$ cat src/rtl/tvst_pkg.sv
package tvst_pkg;

    typedef enum logic [1:0] {
        PH_TAG    = 2'd0,
        PH_NUM    = 2'd1,
        PH_CNTTAG = 2'd2,
        PH_PAY    = 2'd3
    } t_phase;

    typedef enum logic [2:0] {
        P_INT    = 3'd0,
        P_REAL   = 3'd1,
        P_SLEN   = 3'd2,
        P_COUNT  = 3'd3,
        P_FLEN   = 3'd4,
        P_SBYTES = 3'd5,
        P_FBYTES = 3'd6
    } t_purpose;

    // tag types (low 3 bits of a tag byte)
    localparam logic [2:0] TY_NIL   = 3'd0;
    localparam logic [2:0] TY_BOOL  = 3'd1;
    localparam logic [2:0] TY_NUM   = 3'd2;
    localparam logic [2:0] TY_SSTR  = 3'd4;
    localparam logic [2:0] TY_LSTR  = 3'd5;
    localparam logic [2:0] TY_TABLE = 3'd6;
    localparam logic [2:0] TY_FUNC  = 3'd7;

    // cookies (high 5 bits of a tag byte)
    localparam logic [4:0] CK_ZERO  = 5'd0;
    localparam logic [4:0] CK_BYTE  = 5'd1;
    localparam logic [4:0] CK_WORD  = 5'd2;
    localparam logic [4:0] CK_DWORD = 5'd4;
    localparam logic [4:0] CK_QWORD = 5'd6;
    localparam logic [4:0] CK_REAL  = 5'd8;
    localparam logic [4:0] CK_EXT   = 5'd31;

    // token kinds
    localparam logic [3:0] K_NIL       = 4'd0;
    localparam logic [3:0] K_BOOL      = 4'd1;
    localparam logic [3:0] K_INT       = 4'd2;
    localparam logic [3:0] K_REAL      = 4'd3;
    localparam logic [3:0] K_STR_HEAD  = 4'd4;
    localparam logic [3:0] K_STR_BYTE  = 4'd5;
    localparam logic [3:0] K_TAB_HEAD  = 4'd6;
    localparam logic [3:0] K_FUNC_HEAD = 4'd7;
    localparam logic [3:0] K_FUNC_BYTE = 4'd8;
    localparam logic [3:0] K_ERROR     = 4'd9;

    // error codes
    localparam logic [2:0] E_BAD_TYPE   = 3'd0;
    localparam logic [2:0] E_BAD_NUMCK  = 3'd1;
    localparam logic [2:0] E_BAD_LENCK  = 3'd2;
    localparam logic [2:0] E_BAD_CNTTAG = 3'd3;
    localparam logic [2:0] E_TRUNC      = 3'd4;
    localparam logic [2:0] E_NONE       = 3'd0;

endpackage

$ cat src/rtl/tvst_intf.sv
interface tvst_in_if;
    logic       valid;
    logic       ready;
    logic [7:0] data_byte;
    logic       stream_end;

    modport source (output valid, output data_byte, output stream_end, input ready);
    modport sink   (input valid, input data_byte, input stream_end, output ready);
endinterface

interface tvst_out_if;
    logic        valid;
    logic        ready;
    logic [3:0]  token_kind;
    logic [63:0] token_value;
    logic [2:0]  error_code;

    modport source (output valid, output token_kind, output token_value, output error_code,
                    input ready);
    modport sink   (input valid, input token_kind, input token_value, input error_code,
                    output ready);
endinterface

$ cat src/rtl/tagged_value_stream_tokenizer.sv
// Channel   Dir  Payload                                    Handshake
// i_in      in   data_byte[7:0], stream_end                 valid/ready
// o_out     out  token_kind[3:0], token_value[63:0],        valid/ready
//                error_code[2:0]
//
// One byte per cycle unless the output stalls. The parse state and the token
// register load on the edge that takes a byte; its token is valid the next cycle.
// Input ready is high whenever the token register is empty or being drained,
// so a stalled output holds at most one token and back-pressures the input.
// Synchronous active-low reset returns the parser to tag phase, clears the
// sticky error and empties the token register.
module tagged_value_stream_tokenizer (
    input  logic        i_clk,
    input  logic        i_rst_n,
    tvst_in_if.sink     i_in,
    tvst_out_if.source  o_out
);
    import tvst_pkg::*;

    t_phase      r_phase, n_phase;
    t_purpose    r_purpose, n_purpose;
    logic [31:0] r_rem, n_rem;
    logic [63:0] r_acc, n_acc;
    logic [3:0]  r_width, n_width;
    logic        r_err, n_err;

    logic        r_out_valid;
    logic [3:0]  r_kind;
    logic [63:0] r_value;
    logic [2:0]  r_code;

    logic        tk_have;
    logic [3:0]  tk_kind;
    logic [63:0] tk_val;
    logic [2:0]  tk_code;

    logic        accept;
    logic [7:0]  b;
    logic [2:0]  ty;
    logic [4:0]  ck;

    assign accept    = i_in.valid && i_in.ready;
    assign i_in.ready = !r_out_valid || o_out.ready;
    assign b  = i_in.data_byte;
    assign ty = b[2:0];
    assign ck = b[7:3];

    always_comb begin
        logic        fin;
        t_purpose    fin_p;
        logic [63:0] fin_v;
        logic        bn;
        logic [4:0]  bn_ck;
        t_purpose    bn_p;
        logic        err;
        logic [2:0]  err_c;
        logic [2:0]  idx;
        logic [63:0] acc_new;
        logic [31:0] rem_new;

        n_phase   = r_phase;
        n_purpose = r_purpose;
        n_rem     = r_rem;
        n_acc     = r_acc;
        n_width   = r_width;
        n_err     = r_err;
        tk_have   = 1'b0;
        tk_kind   = K_NIL;
        tk_val    = 64'd0;
        tk_code   = E_NONE;
        fin       = 1'b0;
        fin_p     = P_INT;
        fin_v     = 64'd0;
        bn        = 1'b0;
        bn_ck     = CK_ZERO;
        bn_p      = P_INT;
        err       = 1'b0;
        err_c     = E_NONE;
        idx       = 3'(r_width - r_rem[3:0]);
        acc_new   = 64'd0;
        rem_new   = 32'd0;

        unique case (r_phase)
            PH_NUM: begin
                if (r_purpose == P_REAL) begin
                    acc_new = r_acc | ({56'd0, b} << {idx, 3'b000});
                end else begin
                    acc_new = {r_acc[55:0], b};
                end
                rem_new = (r_rem != 32'd0) ? r_rem - 32'd1 : 32'd0;
                n_acc = acc_new;
                n_rem = rem_new;
                if (rem_new == 32'd0) begin
                    fin   = 1'b1;
                    fin_p = r_purpose;
                    fin_v = acc_new;
                    if (r_width == 4'd4 && acc_new[31]) begin
                        fin_v[63:32] = 32'hFFFF_FFFF;
                    end
                end
            end
            PH_CNTTAG: begin
                if (ty != TY_NUM || ck == CK_REAL) begin
                    err   = 1'b1;
                    err_c = E_BAD_CNTTAG;
                end else begin
                    bn    = 1'b1;
                    bn_ck = ck;
                    bn_p  = r_purpose;
                end
            end
            PH_PAY: begin
                tk_have = 1'b1;
                tk_kind = (r_purpose == P_SBYTES) ? K_STR_BYTE : K_FUNC_BYTE;
                tk_val  = {56'd0, b};
                rem_new = (r_rem != 32'd0) ? r_rem - 32'd1 : 32'd0;
                n_rem   = rem_new;
                if (rem_new == 32'd0) begin
                    n_phase = PH_TAG;
                end
            end
            PH_TAG: begin
                unique case (ty)
                    TY_NIL: begin
                        tk_have = 1'b1;
                        tk_kind = K_NIL;
                    end
                    TY_BOOL: begin
                        tk_have = 1'b1;
                        tk_kind = K_BOOL;
                        tk_val  = {63'd0, ck != CK_ZERO};
                    end
                    TY_NUM: begin
                        if (ck == CK_REAL) begin
                            n_phase   = PH_NUM;
                            n_purpose = P_REAL;
                            n_width   = 4'd8;
                            n_rem     = 32'd8;
                            n_acc     = 64'd0;
                        end else begin
                            bn    = 1'b1;
                            bn_ck = ck;
                            bn_p  = P_INT;
                        end
                    end
                    TY_SSTR: begin
                        fin   = 1'b1;
                        fin_p = P_SLEN;
                        fin_v = {59'd0, ck};
                    end
                    TY_LSTR: begin
                        if (ck == CK_WORD || ck == CK_DWORD) begin
                            bn    = 1'b1;
                            bn_ck = ck;
                            bn_p  = P_SLEN;
                        end else begin
                            err   = 1'b1;
                            err_c = E_BAD_LENCK;
                        end
                    end
                    TY_TABLE: begin
                        if (ck == CK_EXT) begin
                            n_phase   = PH_CNTTAG;
                            n_purpose = P_COUNT;
                        end else begin
                            tk_have = 1'b1;
                            tk_kind = K_TAB_HEAD;
                            tk_val  = {59'd0, ck};
                        end
                    end
                    TY_FUNC: begin
                        if (ck == CK_ZERO) begin
                            n_phase   = PH_CNTTAG;
                            n_purpose = P_FLEN;
                        end else begin
                            fin   = 1'b1;
                            fin_p = P_FLEN;
                            fin_v = {59'd0, ck};
                        end
                    end
                    default: begin
                        err   = 1'b1;
                        err_c = E_BAD_TYPE;
                    end
                endcase
            end
            default: ;
        endcase

        // start of an integer payload
        if (bn) begin
            unique case (bn_ck)
                CK_ZERO: begin
                    fin   = 1'b1;
                    fin_p = bn_p;
                    fin_v = 64'd0;
                end
                CK_BYTE, CK_WORD, CK_DWORD, CK_QWORD: begin
                    n_phase   = PH_NUM;
                    n_purpose = bn_p;
                    n_acc     = 64'd0;
                    unique case (bn_ck)
                        CK_BYTE:  n_width = 4'd1;
                        CK_WORD:  n_width = 4'd2;
                        CK_DWORD: n_width = 4'd4;
                        default:  n_width = 4'd8;
                    endcase
                    n_rem = {28'd0, n_width};
                end
                default: begin
                    err   = 1'b1;
                    err_c = E_BAD_NUMCK;
                end
            endcase
        end

        // a complete value
        if (fin) begin
            n_phase = PH_TAG;
            unique case (fin_p)
                P_INT: begin
                    tk_have = 1'b1;
                    tk_kind = K_INT;
                    tk_val  = fin_v;
                end
                P_REAL: begin
                    tk_have = 1'b1;
                    tk_kind = K_REAL;
                    tk_val  = fin_v;
                end
                P_COUNT: begin
                    if (fin_v[63:31] != 33'd0) begin
                        err   = 1'b1;
                        err_c = E_TRUNC;
                    end else begin
                        tk_have = 1'b1;
                        tk_kind = K_TAB_HEAD;
                        tk_val  = fin_v;
                    end
                end
                default: begin
                    if (fin_v[63:31] != 33'd0) begin
                        err   = 1'b1;
                        err_c = E_TRUNC;
                    end else begin
                        tk_have = 1'b1;
                        tk_kind = (fin_p == P_SLEN) ? K_STR_HEAD : K_FUNC_HEAD;
                        tk_val  = fin_v;
                        if (fin_v != 64'd0) begin
                            n_phase   = PH_PAY;
                            n_purpose = (fin_p == P_SLEN) ? P_SBYTES : P_FBYTES;
                            n_rem     = fin_v[31:0];
                        end
                    end
                end
            endcase
        end

        // element left open at the end of the stream
        if (!err && i_in.stream_end && n_phase != PH_TAG) begin
            err   = 1'b1;
            err_c = E_TRUNC;
        end

        if (err) begin
            n_err   = 1'b1;
            n_phase = PH_TAG;
            tk_have = 1'b1;
            tk_kind = K_ERROR;
            tk_val  = 64'd0;
            tk_code = err_c;
        end
    end

    always_ff @(posedge i_clk) begin
        if (!i_rst_n) begin
            r_phase     <= PH_TAG;
            r_purpose   <= P_INT;
            r_rem       <= 32'd0;
            r_acc       <= 64'd0;
            r_width     <= 4'd0;
            r_err       <= 1'b0;
            r_out_valid <= 1'b0;
        end else begin
            if (accept && !r_err) begin
                r_phase   <= n_phase;
                r_purpose <= n_purpose;
                r_rem     <= n_rem;
                r_acc     <= n_acc;
                r_width   <= n_width;
                r_err     <= n_err;
            end
            if (accept) begin
                r_out_valid <= tk_have && !r_err;
            end else if (o_out.ready) begin
                r_out_valid <= 1'b0;
            end
        end
    end

    always_ff @(posedge i_clk) begin
        if (accept) begin
            r_kind  <= tk_kind;
            r_value <= tk_val;
            r_code  <= tk_code;
        end
    end

    assign o_out.valid       = r_out_valid;
    assign o_out.token_kind  = r_kind;
    assign o_out.token_value = r_value;
    assign o_out.error_code  = r_code;

    a_err_sticky : assert property (@(posedge i_clk) disable iff (!i_rst_n)
        r_err |=> r_err)
        else $error("sticky error cleared without reset");

    a_pay_owed : assert property (@(posedge i_clk) disable iff (!i_rst_n)
        (r_phase == PH_PAY) |-> (r_rem != 32'd0))
        else $error("payload phase with nothing owed");

    a_num_count : assert property (@(posedge i_clk) disable iff (!i_rst_n)
        (r_phase == PH_NUM) |-> (r_rem != 32'd0 && r_rem <= {28'd0, r_width}))
        else $error("number byte count out of range");

    a_err_token : assert property (@(posedge i_clk) disable iff (!i_rst_n)
        (o_out.valid && o_out.token_kind == K_ERROR) |-> r_err)
        else $error("error token without latched error");

    a_quiet_after_err : assert property (@(posedge i_clk) disable iff (!i_rst_n)
        (r_err && !r_out_valid) |=> !r_out_valid)
        else $error("token emitted after error latched");

endmodule

$ cat src/flat_wrapper.sv
// flat-port wrapper written by rule: the top's interface ports become plain ports
module tagged_value_stream_tokenizer_flat import tvst_pkg::*;
  (i_clk, i_rst_n, i_in_valid, i_in_data_byte, i_in_stream_end, i_in_ready, o_out_valid, o_out_token_kind, o_out_token_value, o_out_error_code, o_out_ready);
  tvst_in_if i_in_i ();
  tvst_out_if o_out_i ();
  input  logic i_clk;
  input  logic i_rst_n;
  input wire logic [$bits(i_in_i.valid)-1:0] i_in_valid;
  input wire logic [$bits(i_in_i.data_byte)-1:0] i_in_data_byte;
  input wire logic [$bits(i_in_i.stream_end)-1:0] i_in_stream_end;
  output wire logic [$bits(i_in_i.ready)-1:0] i_in_ready;
  output wire logic [$bits(o_out_i.valid)-1:0] o_out_valid;
  output wire logic [$bits(o_out_i.token_kind)-1:0] o_out_token_kind;
  output wire logic [$bits(o_out_i.token_value)-1:0] o_out_token_value;
  output wire logic [$bits(o_out_i.error_code)-1:0] o_out_error_code;
  input wire logic [$bits(o_out_i.ready)-1:0] o_out_ready;
  assign i_in_i.valid = i_in_valid;
  assign i_in_i.data_byte = i_in_data_byte;
  assign i_in_i.stream_end = i_in_stream_end;
  assign i_in_ready = i_in_i.ready;
  assign o_out_valid = o_out_i.valid;
  assign o_out_token_kind = o_out_i.token_kind;
  assign o_out_token_value = o_out_i.token_value;
  assign o_out_error_code = o_out_i.error_code;
  assign o_out_i.ready = o_out_ready;
  tagged_value_stream_tokenizer u_core (.i_clk(i_clk), .i_rst_n(i_rst_n), .i_in(i_in_i), .o_out(o_out_i));
endmodule
$ cat config.mk
export PLATFORM = sky130hd
export DESIGN_NAME = tagged_value_stream_tokenizer_flat
export DESIGN_NICKNAME = d
export VERILOG_FILES = /design/src/rtl/tvst_pkg.sv /design/src/rtl/tvst_intf.sv /design/src/rtl/tagged_value_stream_tokenizer.sv /design/src/flat_wrapper.sv
export SDC_FILE = /design/constraint.sdc
export NUM_CORES = 1
export LEC_CHECK = 0
export BUFFER_PORTS_ARGS = -buffer_cell sky130_fd_sc_hd__clkbuf_2
export CAP_MARGIN = 25
export CORE_UTILIZATION = 35
export DETAILED_ROUTE_END_ITERATION = 6
export GPL_ROUTABILITY_DRIVEN = 0
export GPL_TIMING_DRIVEN = 0
export PLACE_DENSITY = 0.56
export RECOVER_POWER = 50
export SETUP_SLACK_MARGIN = 0.3
export SLEW_MARGIN = 10
export SYNTH_ARGS = -nofsm -noshare
export SYNTH_HDL_FRONTEND = slang
export SYNTH_SLANG_ARGS = --single-unit
$ cat constraint.sdc
create_clock -name i_clk -period 7.6 [get_ports i_clk]
set_input_delay 1.14 -clock i_clk [delete_from_list [all_inputs] [get_ports i_clk]]
set_output_delay 1.14 -clock i_clk [all_outputs]
set_load 0.02 [all_outputs]
==> impl_metrics.csv <==
group,metric,value,unit
clock_tree,cts_hold_buf,0,
worst_setup_path,critPathLaunch,"u_core.r_rem[1]",
timing,slew_headroom,-0.757,
grt,grt_max_degree,50,
finish,design_area,0.0126,mm^2
outcome,violations,"max-capacitance violations, max-slew violations",
clock_tree,numCtsBuffers,17,
finish,utilization,0.401,
worst_setup_path,r2r_slack,1.61,ns
worst_setup_path,crit_top_cell,"o31ai_1",
clock_tree,path_clk_slew,0.08,ns
worst_setup_path,worstSetupPathType,"flop to flop",
die,row_count,65,
timing,tns,0,ns
timing,final.period_utilization,0.788,
timing,finalSetupViolations,0,
finish,num_antenna_cells,0,
clock_tree,cts-root-buf,"clkbuf_16",
detailed_routing,drc,0,
detailed_routing,ant_nets,0,
die,die_h,181,um
worst_setup_path,crit_required,7.85,ns
worst_setup_path,r2r-end,"u_core.o_out.token_value[9]",
clock_tree,post_cts_resized,0,
grt,antenna_found_initial,0,
logic_synthesis,syn_nets,1370,
detailed_routing,via_count,11700,
worst_setup_path,max_stage_delay,0.91,ns
place,io_buffers,83,
logic_synthesis,async_flop_share,0,
die,start_util,0.355,
die,die_w,181,um
clock_tree,cts_setup_buffers,0,
min_path,hp-class,"flop to flop",
worst_setup_path,startpoint_type,"flop",
logic_synthesis,yosys-top-cells-area,"dfxtp_1 (19%), edfxtp_1 (19%), nor2_1 (7.3%), a21oi_1 (5.1%), a22oi_1 (4.1%)",
detailed_routing,wl_per_cell,22.9,um
clock_tree,clock-sinks,178,
finish,final_cell_mix,"nor2_1 (218), clkbuf_1 (159), a21oi_1 (113), dfxtp_1 (107), nand2_1 (93)",
worst_setup_path,crit_arrival,6.23,ns
logic_synthesis,synth_edf_count,71,
worst_setup_path,cp_slowest_cell,"o41ai_4",
pwr,pwr_density_cell,226,mW/mm^2
timing,fmax,0.167,GHz
pwr,p_leak,4.20,nW
place,hpwl,31600,um
logic_synthesis,syn_area_per_cell,8.27,um^2
worst_setup_path,r2r-start,"u_core.r_rem[1]",
worst_setup_path,crit_end,"u_core.o_out.token_value[9]",
worst_setup_path,crit_path_end_kind,"flop",
die,core_area,0.0315,mm^2
finish,nFillCells,3231,
finish,final_common_cell,"nor2_1",
logic_synthesis,synth-seq-area-share,0.383,
timing,rsz0062_at_grt,"no",
logic_synthesis,yosys.area.top_type_share,0.192,
timing,maxSlewViolCount,61,
grt,grt_usage,0.257,
timing,finalHoldViolations,0,
flow_run,maxCapViolCount,2,
detailed_routing,viasPerCell,6.27,
logic_synthesis,ys.flop_type,"dfxtp_1",
grt,overflow,0,
detailed_routing,dr.pass1.iters,6,
detailed_routing,wirelength,42800,um
worst_setup_path,path_max_fanout,10,
outcome,status,"finished, violations left",
worst_setup_path,crit_chain,"inv_1 > ha_1 > clkbuf_1 > nor3b_1 > nand2_4 > o31ai_1 > nand4_1 > or4_1 > o41ai_4 > o31ai_1 > a221oi_2 > nand2_1 > nand4b_4 > a211oi_1",
logic_synthesis,synth_area,0.0112,mm^2
worst_setup_path,reg2reg_depth,14,
finish,fin_nets,1476,
detailed_routing,drtIter0Drc,1500,
logic_synthesis,ys_ff_latch,178,
die,io_pins,86,
die,die_area,0.0326,mm^2
timing,skew,0.0215,ns
logic_synthesis,yosys_warnings,0,
timing,tightest_slew,2.64,ns
finish,drive_gt1_frac,0.0899,
pwr,fin_total_pwr,2.85,mW
logic_synthesis,yosysTopAreaCell,"dfxtp_1",
finish,area.growth.synth_to_final,13.2,%
clock_tree,clkLatencyLatePin,0.47,ns
grt,grt_pass1_vias,10700,
logic_synthesis,synth_cells,1349,
clock_tree,cts.path.max_buffers,2,
timing,holdWs,0.462,ns
grt,grt_first_pass_wirelength,64900,um
timing,fin_crit,5.99,ns
place,dpl_cell_area,0.0121,mm^2
logic_synthesis,ys_types,94,
clock_tree,cts_tree,"built",
clock_tree,cts.htree.levels,4,
pwr,ir_worst_vdd,0.000164,V
==> worst max-delay path, delay by kind of cell (launching register included) <==
kind | cells | cell delay [ns]
flops | 1 | 0.40
fa+ha+maj | 1 | 0.17
compound gates | 5 | 2.33
buf+inv | 2 | 0.51
simple gates | 6 | 2.34
==> synth_stat cells, types with 14 or more instances <==
library cell	n
nor2_1	217
a21oi_1	113
dfxtp_1	107
nand2_1	92
o21ai_0	90
clkbuf_1	83
edfxtp_1	71
a22oi_1	61
nor3_1	43
nand3_1	38
a31oi_1	35
inv_1	23
nand4_1	22
nor4_1	21
or3_1	20
a2bb2oi_1	16
a311oi_1	16
or2_2	15
buf_2	14
==> routing by layer <==
metal | routed length (um) | vias up | part of all wire | global-route usage
met5 | 0 | - | 0 | 0
met2 | 18700 | 697 | 0.44 | 0.395
met3 | 3890 | 88 | 0.091 | 0.0455
met4 | 1200 | 0 | 0.028 | 0.0851
li1 | - | 5295 | - | -
met1 | 19000 | 5641 | 0.44 | 0.364
==> power breakdown <==
part | internal, mW | switching (mW)
Sequential | 1.03 | 0.0205
Clock | 0.471 | 0.520
Combinational | 0.221 | 0.583
==> registers in the layout (all words and copies together) (netlist names) <==
register	count
u_core.o_out.token_kind	4
u_core.r_acc	64
u_core.r_rem	32
u_core.o_out.error_code	3
u_core.r_phase	2
u_core.r_purpose	3
u_core.r_width	4
u_core.o_out.valid	1
u_core.r_err	1
u_core.o_out.token_value	64
==> per-stage QoR <==
step | setup WS (ns) | instances
CTS | 2.22 | 1870
finish | 1.61 | 1870
detailed placement | 1.78 | 1838
global route | 1.24 | 1870
floorplan | 3.18 | 1349
global placement | 1.73 | 1834
==> how the worst min path moves through the flow <==
stage                                  end  cells after the start        startpoint
final                     u_core.r_acc[62]                      2  u_core.r_acc[62]
after global routing      u_core.r_acc[62]                      2  u_core.r_acc[62]
after CTS                 u_core.r_acc[62]                      2  u_core.r_acc[62]
after detailed placement  u_core.r_acc[62]                      2  u_core.r_acc[62]
after global placement    u_core.r_acc[62]                      2  u_core.r_acc[62]
after floorplan           u_core.r_acc[62]                      2  u_core.r_acc[62]
==> layout make-up <==
cell class	instances	area, um^2	share of cell area
well taps	402	503	0.0398
inverters	23	87.6	0.00693
clock inverters	15	224	0.0177
multi-input cells	1034	6260	0.496
plain buffers	114	515	0.0408
repair buffers	87	342	0.0270
flip-flops and latches	178	4270	0.338
clock buffers	17	425	0.0337
==> cell families after synthesis <==
group                    Yosys count  share of synthesized area
AO/OA/AOI/OAI                    440                      0.270
adder cells (fa/ha/maj)            8                    0.00964
multiplexers                       7                    0.00673
AND/OR/NAND/NOR                  565                      0.263
flip-flops                       178                      0.383
XOR/XNOR                          14                     0.0136
buffers and inverters            137                     0.0540
No activity file was read; power rests on OpenSTA's default activity.
